### src/rtl/core/tgni_pkg.sv
// Shared constants and register codes for the toroidal grid neighbour index block.
package tgni_pkg;

    // Fixed field widths
    localparam int IDX_W     = 20;
    localparam int CFG_W     = 11;
    localparam int CFG_IDX_W = 2;
    localparam int SLOT_W    = 3;

    // Default grid side limit
    localparam int MAX_SIDE_DEF = 1024;

    // Divider: bits retired per pipeline stage
    localparam int DIV_STEPS = 2;

    // Result queue between the divider pipeline and the emitter
    localparam int QUEUE_D = 16;

    // Register reset values
    localparam logic [CFG_W-1:0] GRID_WIDTH_RST  = 11'd1024;
    localparam logic [CFG_W-1:0] GRID_HEIGHT_RST = 11'd1024;

    // Neighbourhood modes
    localparam logic MODE_MOORE = 1'b0;
    localparam logic MODE_VN    = 1'b1;

    // Final slot of each neighbourhood
    localparam logic [SLOT_W-1:0] SLOT_LAST_MOORE = 3'd7;
    localparam logic [SLOT_W-1:0] SLOT_LAST_VN    = 3'd3;

    // Configuration register indexes
    typedef enum logic [CFG_IDX_W-1:0] {
        REG_GRID_WIDTH  = 2'd0,
        REG_GRID_HEIGHT = 2'd1,
        REG_NBHD_MODE   = 2'd2
    } t_reg_idx;

endpackage

### src/rtl/core/toroidal_grid_neighbour_index.sv
// Each accepted item passes the divider stages, stages C and D, the queue, the emitter and
// the output register and leaves as 8 results in Moore mode or 4 in von Neumann mode, one
// per cycle, which sets the item rate. The divider pipeline takes an item every cycle while
// busy is low; a 16-entry queue decouples it from the emitter, busy rising at 16 in flight.
// Reset (synchronous, active low) empties the pipeline and queue and restores the registers.
// The receiver cannot stall: each result is shown for exactly one cycle on o_valid.
module toroidal_grid_neighbour_index #(
    parameter int MAX_SIDE = tgni_pkg::MAX_SIDE_DEF
) (
    input  logic                            i_clk,
    input  logic                            i_rst_n,
    // command channel
    input  logic                            start,
    output logic                            busy,
    input  logic [tgni_pkg::IDX_W-1:0]      i_cell_index,
    // configuration port
    input  logic                            i_cfg_we,
    input  logic [tgni_pkg::CFG_IDX_W-1:0]  i_cfg_idx,
    input  logic [tgni_pkg::CFG_W-1:0]      i_cfg_data,
    // results
    output logic                            o_valid,
    output logic [tgni_pkg::IDX_W-1:0]      o_neighbour_index,
    output logic [tgni_pkg::SLOT_W-1:0]     o_neighbour_slot,
    output logic                            o_last_neighbour
);

    localparam int IDX_W   = tgni_pkg::IDX_W;
    localparam int CFG_W   = tgni_pkg::CFG_W;
    localparam int SLOT_W  = tgni_pkg::SLOT_W;
    localparam int SIDE_NB = $clog2(MAX_SIDE + 1);
    localparam int SIDE_W  = (SIDE_NB < CFG_W) ? SIDE_NB : CFG_W;
    localparam int NSTG    = IDX_W / tgni_pkg::DIV_STEPS;
    localparam int QPTR_W  = $clog2(tgni_pkg::QUEUE_D);
    localparam int CRED_W  = QPTR_W + 1;

    typedef struct packed {
        logic [SIDE_W-1:0] rem;
        logic [IDX_W-1:0]  num;
    } t_div;

    typedef struct packed {
        logic [SIDE_W-1:0] x;
        logic [SIDE_W-1:0] xm;
        logic [SIDE_W-1:0] xp;
        logic [IDX_W-1:0]  bm;
        logic [IDX_W-1:0]  b0;
        logic [IDX_W-1:0]  bp;
    } t_qent;

    // Side clamp: zero reads as one, oversized reads as MAX_SIDE
    function automatic logic [SIDE_W-1:0] side_clamp(input logic [CFG_W-1:0] s);
        logic [SIDE_W-1:0] r;
        if (s == '0) begin
            r = SIDE_W'(1);
        end else if (32'(s) > MAX_SIDE) begin
            r = SIDE_W'(MAX_SIDE);
        end else begin
            r = SIDE_W'(s);
        end
        return r;
    endfunction

    // Restoring division steps: shift a dividend bit into the remainder, quotient bit in
    function automatic t_div div_steps(input t_div a, input logic [SIDE_W-1:0] d);
        t_div             v;
        logic [SIDE_W:0]  t;
        logic             qb;
        v = a;
        for (int k = 0; k < tgni_pkg::DIV_STEPS; k++) begin
            t  = {v.rem, v.num[IDX_W-1]};
            qb = (t >= {1'b0, d});
            if (qb) begin
                t = t - {1'b0, d};
            end
            v.rem = t[SIDE_W-1:0];
            v.num = {v.num[IDX_W-2:0], qb};
        end
        return v;
    endfunction

    // Configuration registers
    logic [CFG_W-1:0] r_grid_width;
    logic [CFG_W-1:0] r_grid_height;
    logic             r_nbhd_mode;

    always_ff @(posedge i_clk) begin
        if (!i_rst_n) begin
            r_grid_width  <= tgni_pkg::GRID_WIDTH_RST;
            r_grid_height <= tgni_pkg::GRID_HEIGHT_RST;
            r_nbhd_mode   <= tgni_pkg::MODE_MOORE;
        end else if (i_cfg_we) begin
            unique case (tgni_pkg::t_reg_idx'(i_cfg_idx))
                tgni_pkg::REG_GRID_WIDTH:  r_grid_width  <= i_cfg_data;
                tgni_pkg::REG_GRID_HEIGHT: r_grid_height <= i_cfg_data;
                tgni_pkg::REG_NBHD_MODE:   r_nbhd_mode   <= i_cfg_data[0];
                default: ;
            endcase
        end
    end

    logic [SIDE_W-1:0] side_w;
    logic [SIDE_W-1:0] side_h;
    assign side_w = side_clamp(r_grid_width);
    assign side_h = side_clamp(r_grid_height);

    // Credit count: items accepted and not yet taken from the queue
    logic              accept;
    logic              q_pop;
    logic [CRED_W-1:0] r_credit;

    assign accept = start && !busy;
    assign busy   = (r_credit == CRED_W'(tgni_pkg::QUEUE_D));

    always_ff @(posedge i_clk) begin
        if (!i_rst_n) begin
            r_credit <= '0;
        end else begin
            r_credit <= r_credit + CRED_W'(accept) - CRED_W'(q_pop);
        end
    end

    // Phase A: index / width, remainder is the column
    logic [NSTG:0]     r_a_vld;
    logic [SIDE_W-1:0] r_a_rem [0:NSTG];
    logic [IDX_W-1:0]  r_a_num [0:NSTG];

    always_ff @(posedge i_clk) begin
        if (!i_rst_n) begin
            r_a_vld[0] <= 1'b0;
        end else begin
            r_a_vld[0] <= accept;
        end
        r_a_rem[0] <= '0;
        r_a_num[0] <= i_cell_index;
    end

    for (genvar s = 1; s <= NSTG; s++) begin : g_a
        t_div n_a;
        always_comb begin
            n_a = div_steps('{rem: r_a_rem[s-1], num: r_a_num[s-1]}, side_w);
        end
        always_ff @(posedge i_clk) begin
            if (!i_rst_n) begin
                r_a_vld[s] <= 1'b0;
            end else begin
                r_a_vld[s] <= r_a_vld[s-1];
            end
            r_a_rem[s] <= n_a.rem;
            r_a_num[s] <= n_a.num;
        end
    end

    // Phase B: quotient mod height gives the row, column rides along
    logic [NSTG:1]     r_b_vld;
    logic [SIDE_W-1:0] r_b_rem [1:NSTG];
    logic [IDX_W-1:0]  r_b_num [1:NSTG];
    logic [SIDE_W-1:0] r_b_x   [1:NSTG];

    for (genvar s = 1; s <= NSTG; s++) begin : g_b
        t_div              src;
        logic              src_vld;
        logic [SIDE_W-1:0] src_x;
        t_div              n_b;
        if (s == 1) begin : g_first
            always_comb begin
                src     = '{rem: '0, num: r_a_num[NSTG]};
                src_vld = r_a_vld[NSTG];
                src_x   = r_a_rem[NSTG];
            end
        end else begin : g_next
            always_comb begin
                src     = '{rem: r_b_rem[s-1], num: r_b_num[s-1]};
                src_vld = r_b_vld[s-1];
                src_x   = r_b_x[s-1];
            end
        end
        always_comb begin
            n_b = div_steps(src, side_h);
        end
        always_ff @(posedge i_clk) begin
            if (!i_rst_n) begin
                r_b_vld[s] <= 1'b0;
            end else begin
                r_b_vld[s] <= src_vld;
            end
            r_b_rem[s] <= n_b.rem;
            r_b_num[s] <= n_b.num;
            r_b_x[s]   <= src_x;
        end
    end

    // Stage C: wrapped steps of column and row
    logic              r_c_vld;
    logic [SIDE_W-1:0] r_c_x, r_c_xm, r_c_xp;
    logic [SIDE_W-1:0] r_c_y, r_c_ym, r_c_yp;
    logic [SIDE_W-1:0] c_x, c_y;
    logic [SIDE_W:0]   c_x_inc, c_y_inc;

    assign c_x     = r_b_x[NSTG];
    assign c_y     = r_b_rem[NSTG];
    assign c_x_inc = {1'b0, c_x} + (SIDE_W+1)'(1);
    assign c_y_inc = {1'b0, c_y} + (SIDE_W+1)'(1);

    always_ff @(posedge i_clk) begin
        if (!i_rst_n) begin
            r_c_vld <= 1'b0;
        end else begin
            r_c_vld <= r_b_vld[NSTG];
        end
        r_c_x  <= c_x;
        r_c_y  <= c_y;
        r_c_xm <= (c_x == '0) ? side_w - SIDE_W'(1) : c_x - SIDE_W'(1);
        r_c_ym <= (c_y == '0) ? side_h - SIDE_W'(1) : c_y - SIDE_W'(1);
        r_c_xp <= (c_x_inc >= {1'b0, side_w}) ? '0 : c_x_inc[SIDE_W-1:0];
        r_c_yp <= (c_y_inc >= {1'b0, side_h}) ? '0 : c_y_inc[SIDE_W-1:0];
    end

    // Stage D: row bases, one multiply per row
    logic  r_d_vld;
    t_qent r_d_ent;

    always_ff @(posedge i_clk) begin
        if (!i_rst_n) begin
            r_d_vld <= 1'b0;
        end else begin
            r_d_vld <= r_c_vld;
        end
        r_d_ent.x  <= r_c_x;
        r_d_ent.xm <= r_c_xm;
        r_d_ent.xp <= r_c_xp;
        r_d_ent.bm <= IDX_W'(r_c_ym) * IDX_W'(side_w);
        r_d_ent.b0 <= IDX_W'(r_c_y) * IDX_W'(side_w);
        r_d_ent.bp <= IDX_W'(r_c_yp) * IDX_W'(side_w);
    end

    // Result queue; never overflows since credits bound the items in flight
    t_qent             r_q_mem [tgni_pkg::QUEUE_D];
    logic [QPTR_W-1:0] r_q_wptr, r_q_rptr;
    logic [CRED_W-1:0] r_q_cnt;

    always_ff @(posedge i_clk) begin
        if (!i_rst_n) begin
            r_q_wptr <= '0;
            r_q_rptr <= '0;
            r_q_cnt  <= '0;
        end else begin
            if (r_d_vld) begin
                r_q_wptr <= r_q_wptr + QPTR_W'(1);
            end
            if (q_pop) begin
                r_q_rptr <= r_q_rptr + QPTR_W'(1);
            end
            r_q_cnt <= r_q_cnt + CRED_W'(r_d_vld) - CRED_W'(q_pop);
        end
    end

    always_ff @(posedge i_clk) begin
        if (r_d_vld) begin
            r_q_mem[r_q_wptr] <= r_d_ent;
        end
    end

    // Emitter: walks the slots of the current item
    logic              r_e_vld;
    logic [SLOT_W-1:0] r_e_slot;
    t_qent             r_e_ent;
    logic [SLOT_W-1:0] e_last_slot;
    logic              e_last;

    assign e_last_slot = (r_nbhd_mode == tgni_pkg::MODE_VN) ?
                         tgni_pkg::SLOT_LAST_VN : tgni_pkg::SLOT_LAST_MOORE;
    assign e_last      = (r_e_slot == e_last_slot);
    assign q_pop       = (r_q_cnt != '0) && (!r_e_vld || e_last);

    always_ff @(posedge i_clk) begin
        if (!i_rst_n) begin
            r_e_vld  <= 1'b0;
            r_e_slot <= '0;
        end else if (q_pop) begin
            r_e_vld  <= 1'b1;
            r_e_slot <= '0;
        end else if (r_e_vld) begin
            r_e_vld  <= !e_last;
            r_e_slot <= r_e_slot + SLOT_W'(1);
        end
        if (q_pop) begin
            r_e_ent <= r_q_mem[r_q_rptr];
        end
    end

    // Column and row base for the current slot
    logic [SIDE_W-1:0] e_col;
    logic [IDX_W-1:0]  e_base;

    always_comb begin
        e_col  = r_e_ent.x;
        e_base = r_e_ent.b0;
        if (r_nbhd_mode == tgni_pkg::MODE_VN) begin
            // +x, -x, +y, -y
            unique case (r_e_slot)
                3'd0:    begin e_col = r_e_ent.xp; e_base = r_e_ent.b0; end
                3'd1:    begin e_col = r_e_ent.xm; e_base = r_e_ent.b0; end
                3'd2:    begin e_col = r_e_ent.x;  e_base = r_e_ent.bp; end
                3'd3:    begin e_col = r_e_ent.x;  e_base = r_e_ent.bm; end
                default: begin e_col = r_e_ent.x;  e_base = r_e_ent.b0; end
            endcase
        end else begin
            // rows above, centre, below; columns left to right, centre skipped
            unique case (r_e_slot)
                3'd0:    begin e_col = r_e_ent.xm; e_base = r_e_ent.bm; end
                3'd1:    begin e_col = r_e_ent.x;  e_base = r_e_ent.bm; end
                3'd2:    begin e_col = r_e_ent.xp; e_base = r_e_ent.bm; end
                3'd3:    begin e_col = r_e_ent.xm; e_base = r_e_ent.b0; end
                3'd4:    begin e_col = r_e_ent.xp; e_base = r_e_ent.b0; end
                3'd5:    begin e_col = r_e_ent.xm; e_base = r_e_ent.bp; end
                3'd6:    begin e_col = r_e_ent.x;  e_base = r_e_ent.bp; end
                default: begin e_col = r_e_ent.xp; e_base = r_e_ent.bp; end
            endcase
        end
    end

    // Output register
    logic              r_out_vld;
    logic [IDX_W-1:0]  r_out_idx;
    logic [SLOT_W-1:0] r_out_slot;
    logic              r_out_last;

    always_ff @(posedge i_clk) begin
        if (!i_rst_n) begin
            r_out_vld <= 1'b0;
        end else begin
            r_out_vld <= r_e_vld;
        end
        r_out_idx  <= IDX_W'(e_col) + e_base;
        r_out_slot <= r_e_slot;
        r_out_last <= e_last;
    end

    assign o_valid           = r_out_vld;
    assign o_neighbour_index = r_out_idx;
    assign o_neighbour_slot  = r_out_slot;
    assign o_last_neighbour  = r_out_last;

endmodule

### config.mk
export PLATFORM = sky130hd
export DESIGN_NAME = toroidal_grid_neighbour_index
export DESIGN_NICKNAME = d
export VERILOG_FILES = /design/src/rtl/core/tgni_pkg.sv /design/src/rtl/core/toroidal_grid_neighbour_index.sv
export SDC_FILE = /design/constraint.sdc
export NUM_CORES = 2
export LEC_CHECK = 0
export ABC_AREA = 1
export BUFFER_PORTS_ARGS = -buffer_cell sky130_fd_sc_hd__buf_2
export CAP_MARGIN = 10
export CORE_ASPECT_RATIO = 2
export CORE_MARGIN = 4
export CORE_UTILIZATION = 53
export DETAILED_ROUTE_END_ITERATION = 6
export GPL_TIMING_DRIVEN = 0
export PLACE_DENSITY = 0.79
export SLEW_MARGIN = 20
export SYNTH_ARGS = -nofsm -noshare
export SYNTH_HDL_FRONTEND = slang
export SYNTH_SLANG_ARGS = --single-unit
### constraint.sdc
create_clock -name i_clk -period 5.6 [get_ports i_clk]
set_clock_uncertainty 0.2 [all_clocks]
set_input_delay 0.84 -clock i_clk [delete_from_list [all_inputs] [get_ports i_clk]]
set_output_delay 0.84 -clock i_clk [all_outputs]
set_load 0.05 [all_outputs]
==> flow_metrics.tcl <==
set metrics [dict create \
    cp_slowest_stage_delay_ns 0.56 \
    cts_tree "yes" \
    drv_slew 0 \
    grt-ovfl-total 0 \
    n_fill_cell 17400 \
    ys_top_cells_by_area "edfxtp_1 40%, dfxtp_1 15%, ha_1 6.7%" \
    final_cell_count_no_fill 15500 \
    violations "design-rule violations, negative setup slack" \
    min_path_type "reg -> reg" \
    synthAdderAreaFrac_pct 11.3 \
    cp_common_cell "fa_1" \
    start_util_pct 53.2 \
    synth.net_count 12800 \
    clock_latency_ns 0.90 \
    finish.instance_area_sq_mm 0.136 \
    grt_pass1_vias 96300 \
    drive_gt1_share_pct 9.37 \
    num_vias 96500 \
    slew_headroom_pct 11.8 \
    period_share_pct 101 \
    grt_antenna_before_repair 52 \
    syn_inst 11800 \
    numClockSinks 2473 \
    ys.flop_type "edfxtp_1" \
    layout_common_cells "1,950 x nand2_1, 1,581 x edfxtp_1, 1,303 x nor2_1" \
    grtUsageMet3_pct 8.60 \
    grt_max_degree 53 \
    grtUsageMet1_pct 30.2 \
    synth_mux_area_share_pct 0 \
    dp_cells 15000 \
    critPathLaunchType "flip-flop" \
    port_buffers 61 \
    worst_r2r_path_depth 20 \
    placed_cell_area_sq_mm 0.126 \
    multi_input_area_sq_mm 0.0492 \
    final_nets 13300 \
    dp_hpwl_mm 287 \
    worstSetupEndpointType "flip-flop" \
    critPathLaunch "r_grid_width[6]" \
    rr_endpoint "r_d_ent[55]" \
    critical_path.cell_chain "nor2_4 -> nand2_4 -> o21bai_4 -> buf_12 -> nand2_8 -> buf_12 -> buf_16 -> nor2_1 -> fa_1 -> fa_1 -> fa_1 -> fa_1 -> ha_1 -> ha_4 -> nand2_1 -> nor2_4 -> nand4_1 -> nand3_2 -> buf_6 -> xor2_4" \
    synth_compound_area_share_pct 11.3 \
    r2r-start "r_grid_width[6]" \
    drc 12 \
    synthToLayoutAreaGrowth_pct 13.8 \
    avgRoutedWirePerCell_microns 26.5 \
    drt-initial-drc-count 10700 \
    dieHeight_microns 679 \
    synth-simple-area-share_pct 14.6 \
    synth_edf_count 1581 \
    first_pass_iters 7 \
    rrSetupSlack_ns -0.07 \
    cts_root_buf "clkbuf_16" \
    min_period_ns 5.67 \
    die_x_microns 344 \
    worst_slack_ns -0.0704 \
    core_region_area_sq_mm 0.224 \
    place_worst_setup_slack_ns -2.20 \
    path_max_fanout 11 \
    maxCapViolCount 0 \
    syn_avg_cell_area_sq_um 10.1 \
    synth_area_sq_mm 0.119 \
    routabilityCongestion 1.00 \
    ys_ff_latch 2473 \
    cp.required_ns 6.17 \
    yosysWarningCount 0 \
    dieArea_sq_mm 0.233 \
    power_leakage_nw 55.9 \
    hold_violations 0 \
    layout_commonest_cell "nand2_1" \
    critical-path-slowest-cell "fa_1" \
    drt-total-wl_mm 411 \
    grt_pass1_wl_mm 587 \
    clockBufferDepth 4 \
    synth-xor-area-share_pct 2.74 \
    max_slew.worst_pin.slew_ns 1.32 \
    max_freq_mhz 176 \
    routed_via_density 6.22 \
    synth_area_leader_cell "edfxtp_1" \
    busiest_layer "met2" \
    htreeDepth 4 \
    cp-endpoint "r_d_ent[55]" \
    grt_use_total_pct 34.1 \
    seq_area_sq_mm 0.0654 \
    powerDensity_mw_per_mm2 642 \
    rows 246 \
    setup_violations 6 \
    peakVddDrop_v 0.000555 \
    cts_buffers 211 \
    seq_area_frac_synth_pct 54.7 \
    status "finished with violations" \
    async_reset_ff_share_pct 0 \
    path_class "reg -> reg" \
    io_pins 63 \
    cts.clk_slew.worst_paths_ns 0.07 \
    synth_top_area_share_pct 39.8 \
    arrival_ns 6.24 \
    synth_top_family_by_area "simple AND/OR/NAND/NOR gates" \
    yosys.cell_types.count 67 \
    use_met2_pct 59.6 \
    postRouteAntennaNets 0 \
    rsz0062_at_grt "yes" \
    final_core_util_pct 60.6 \
]
## per-layer routing
metal,part of all wire (%),vias up
met2,50,6738
met1,28,45100
li1,-,41800
met4,13,26
met3,9.4,2785
met5,0.045,-
## report_power, final
group,total (W),switching (W),internal [W]
sequential,0.0274,0.00334,0.0241
combinational,0.0446,0.0299,0.0147
clock,0.0153,0.00689,0.00839
total,0.0873,0.0401,0.0472
## timing repair
action | in CTS | in global routing
hold buffers | 20 | 0
endpoints found under the hold margin | 20 | 0
pin swaps | 32 | 94
setup buffers | 35 | 53
gates resized for setup | 192 | 257
endpoints found under the setup margin | 250 | 230
gates cloned | 2 | 7
## worst max-delay path, delay by kind of cell (launching register included)
family	cells	cell delay [ns]
and+or+nand+nor	8	1.14
adders and majority gates	6	2.59
DFF	1	0.38
AOI/OAI and AO/OA	1	0.26
xor gates and xnor gates	1	0.31
buffers and inverters	4	0.66
## cell type report
class / instances / area share, %
multi-input cells: 7742 / 36.2
plain buffers: 447 / 1.63
well taps: 2976 / 2.74
repair buffers: 274 / 2.70
repair inverters: 1 / 0.00553
diodes: 50 / 0.0921
clock inverters: 109 / 0.914
clock buffers: 275 / 4.30
flip-flops and latches: 2473 / 48.1
inverters: 1172 / 3.29
## cells in the mapped netlist, types with 26 or more instances
cell type / count
nand2_1: 1983
edfxtp_1: 1581
nor2_1: 1355
inv_1: 1140
o21ai_0: 992
dfxtp_1: 892
ha_1: 636
nand3_1: 500
a21oi_1: 454
clkbuf_1: 324
o221ai_1: 316
fa_1: 278
xor2_1: 246
nand4_1: 146
xnor2_1: 128
o211ai_1: 97
nor3_1: 86
o21ai_1: 77
buf_2: 70
o22ai_1: 65
a21o_1: 44
a221oi_1: 36
or2_2: 35
a31oi_1: 30
buf_1: 26
## how the worst min path moves through the flow
stage                                from         endpoint  slack (ns)  depth (start not counted)
after floorplan             r_a_num[9][8]  r_a_num[10][10]        0.11                          0
after global placement     r_a_num[2][12]   r_a_num[3][14]        0.11                          0
after detailed placement    r_a_num[5][4]    r_a_num[6][6]        0.11                          0
after CTS                   r_b_x[0][104]    r_b_x[0][115]        0.07                          0
after global routing      r_b_num[0][112]  r_b_num[0][134]        0.09                          0
final                     r_b_num[0][112]  r_b_num[0][134]        0.06                          0
## sequential cells by signal (all words and copies together) (netlist names), 4 cells and up
register and count:
g_b.src_vld 10, o_neighbour_index 20, r_a_num 220, r_a_rem 110, r_a_vld 10, r_b_num 90
r_b_rem 110, r_b_x 110, r_c_x 11, r_c_xm 11, r_c_xp 11, r_c_y 11
r_c_ym 11, r_c_yp 11, r_credit 5, r_d_ent 93, r_e_ent 93, r_grid_height 11
r_grid_width 11, r_q_cnt 5, r_q_mem 1488, r_q_rptr 4, r_q_wptr 4
## per-stage QoR
step	power, W	hold WS, ns	setup TNS (ns)
after global placement	0.0682	0.110	-6587.58
final	0.0873	0.0585	-0.309
after detailed placement	0.0691	0.112	-254.53
after global routing	0.0923	0.0869	-2.43
after CTS	0.0846	0.0724	-0.0343
after floorplan	0.0556	0.110	0
## kinds of logic after synthesis
family | after synthesis
compound gates | 2248
xor+xnor | 374
fa+ha+maj | 914
buf+inv | 1622
flops | 2473
simple gates | 4204
(Power assumes the default switching activity.)
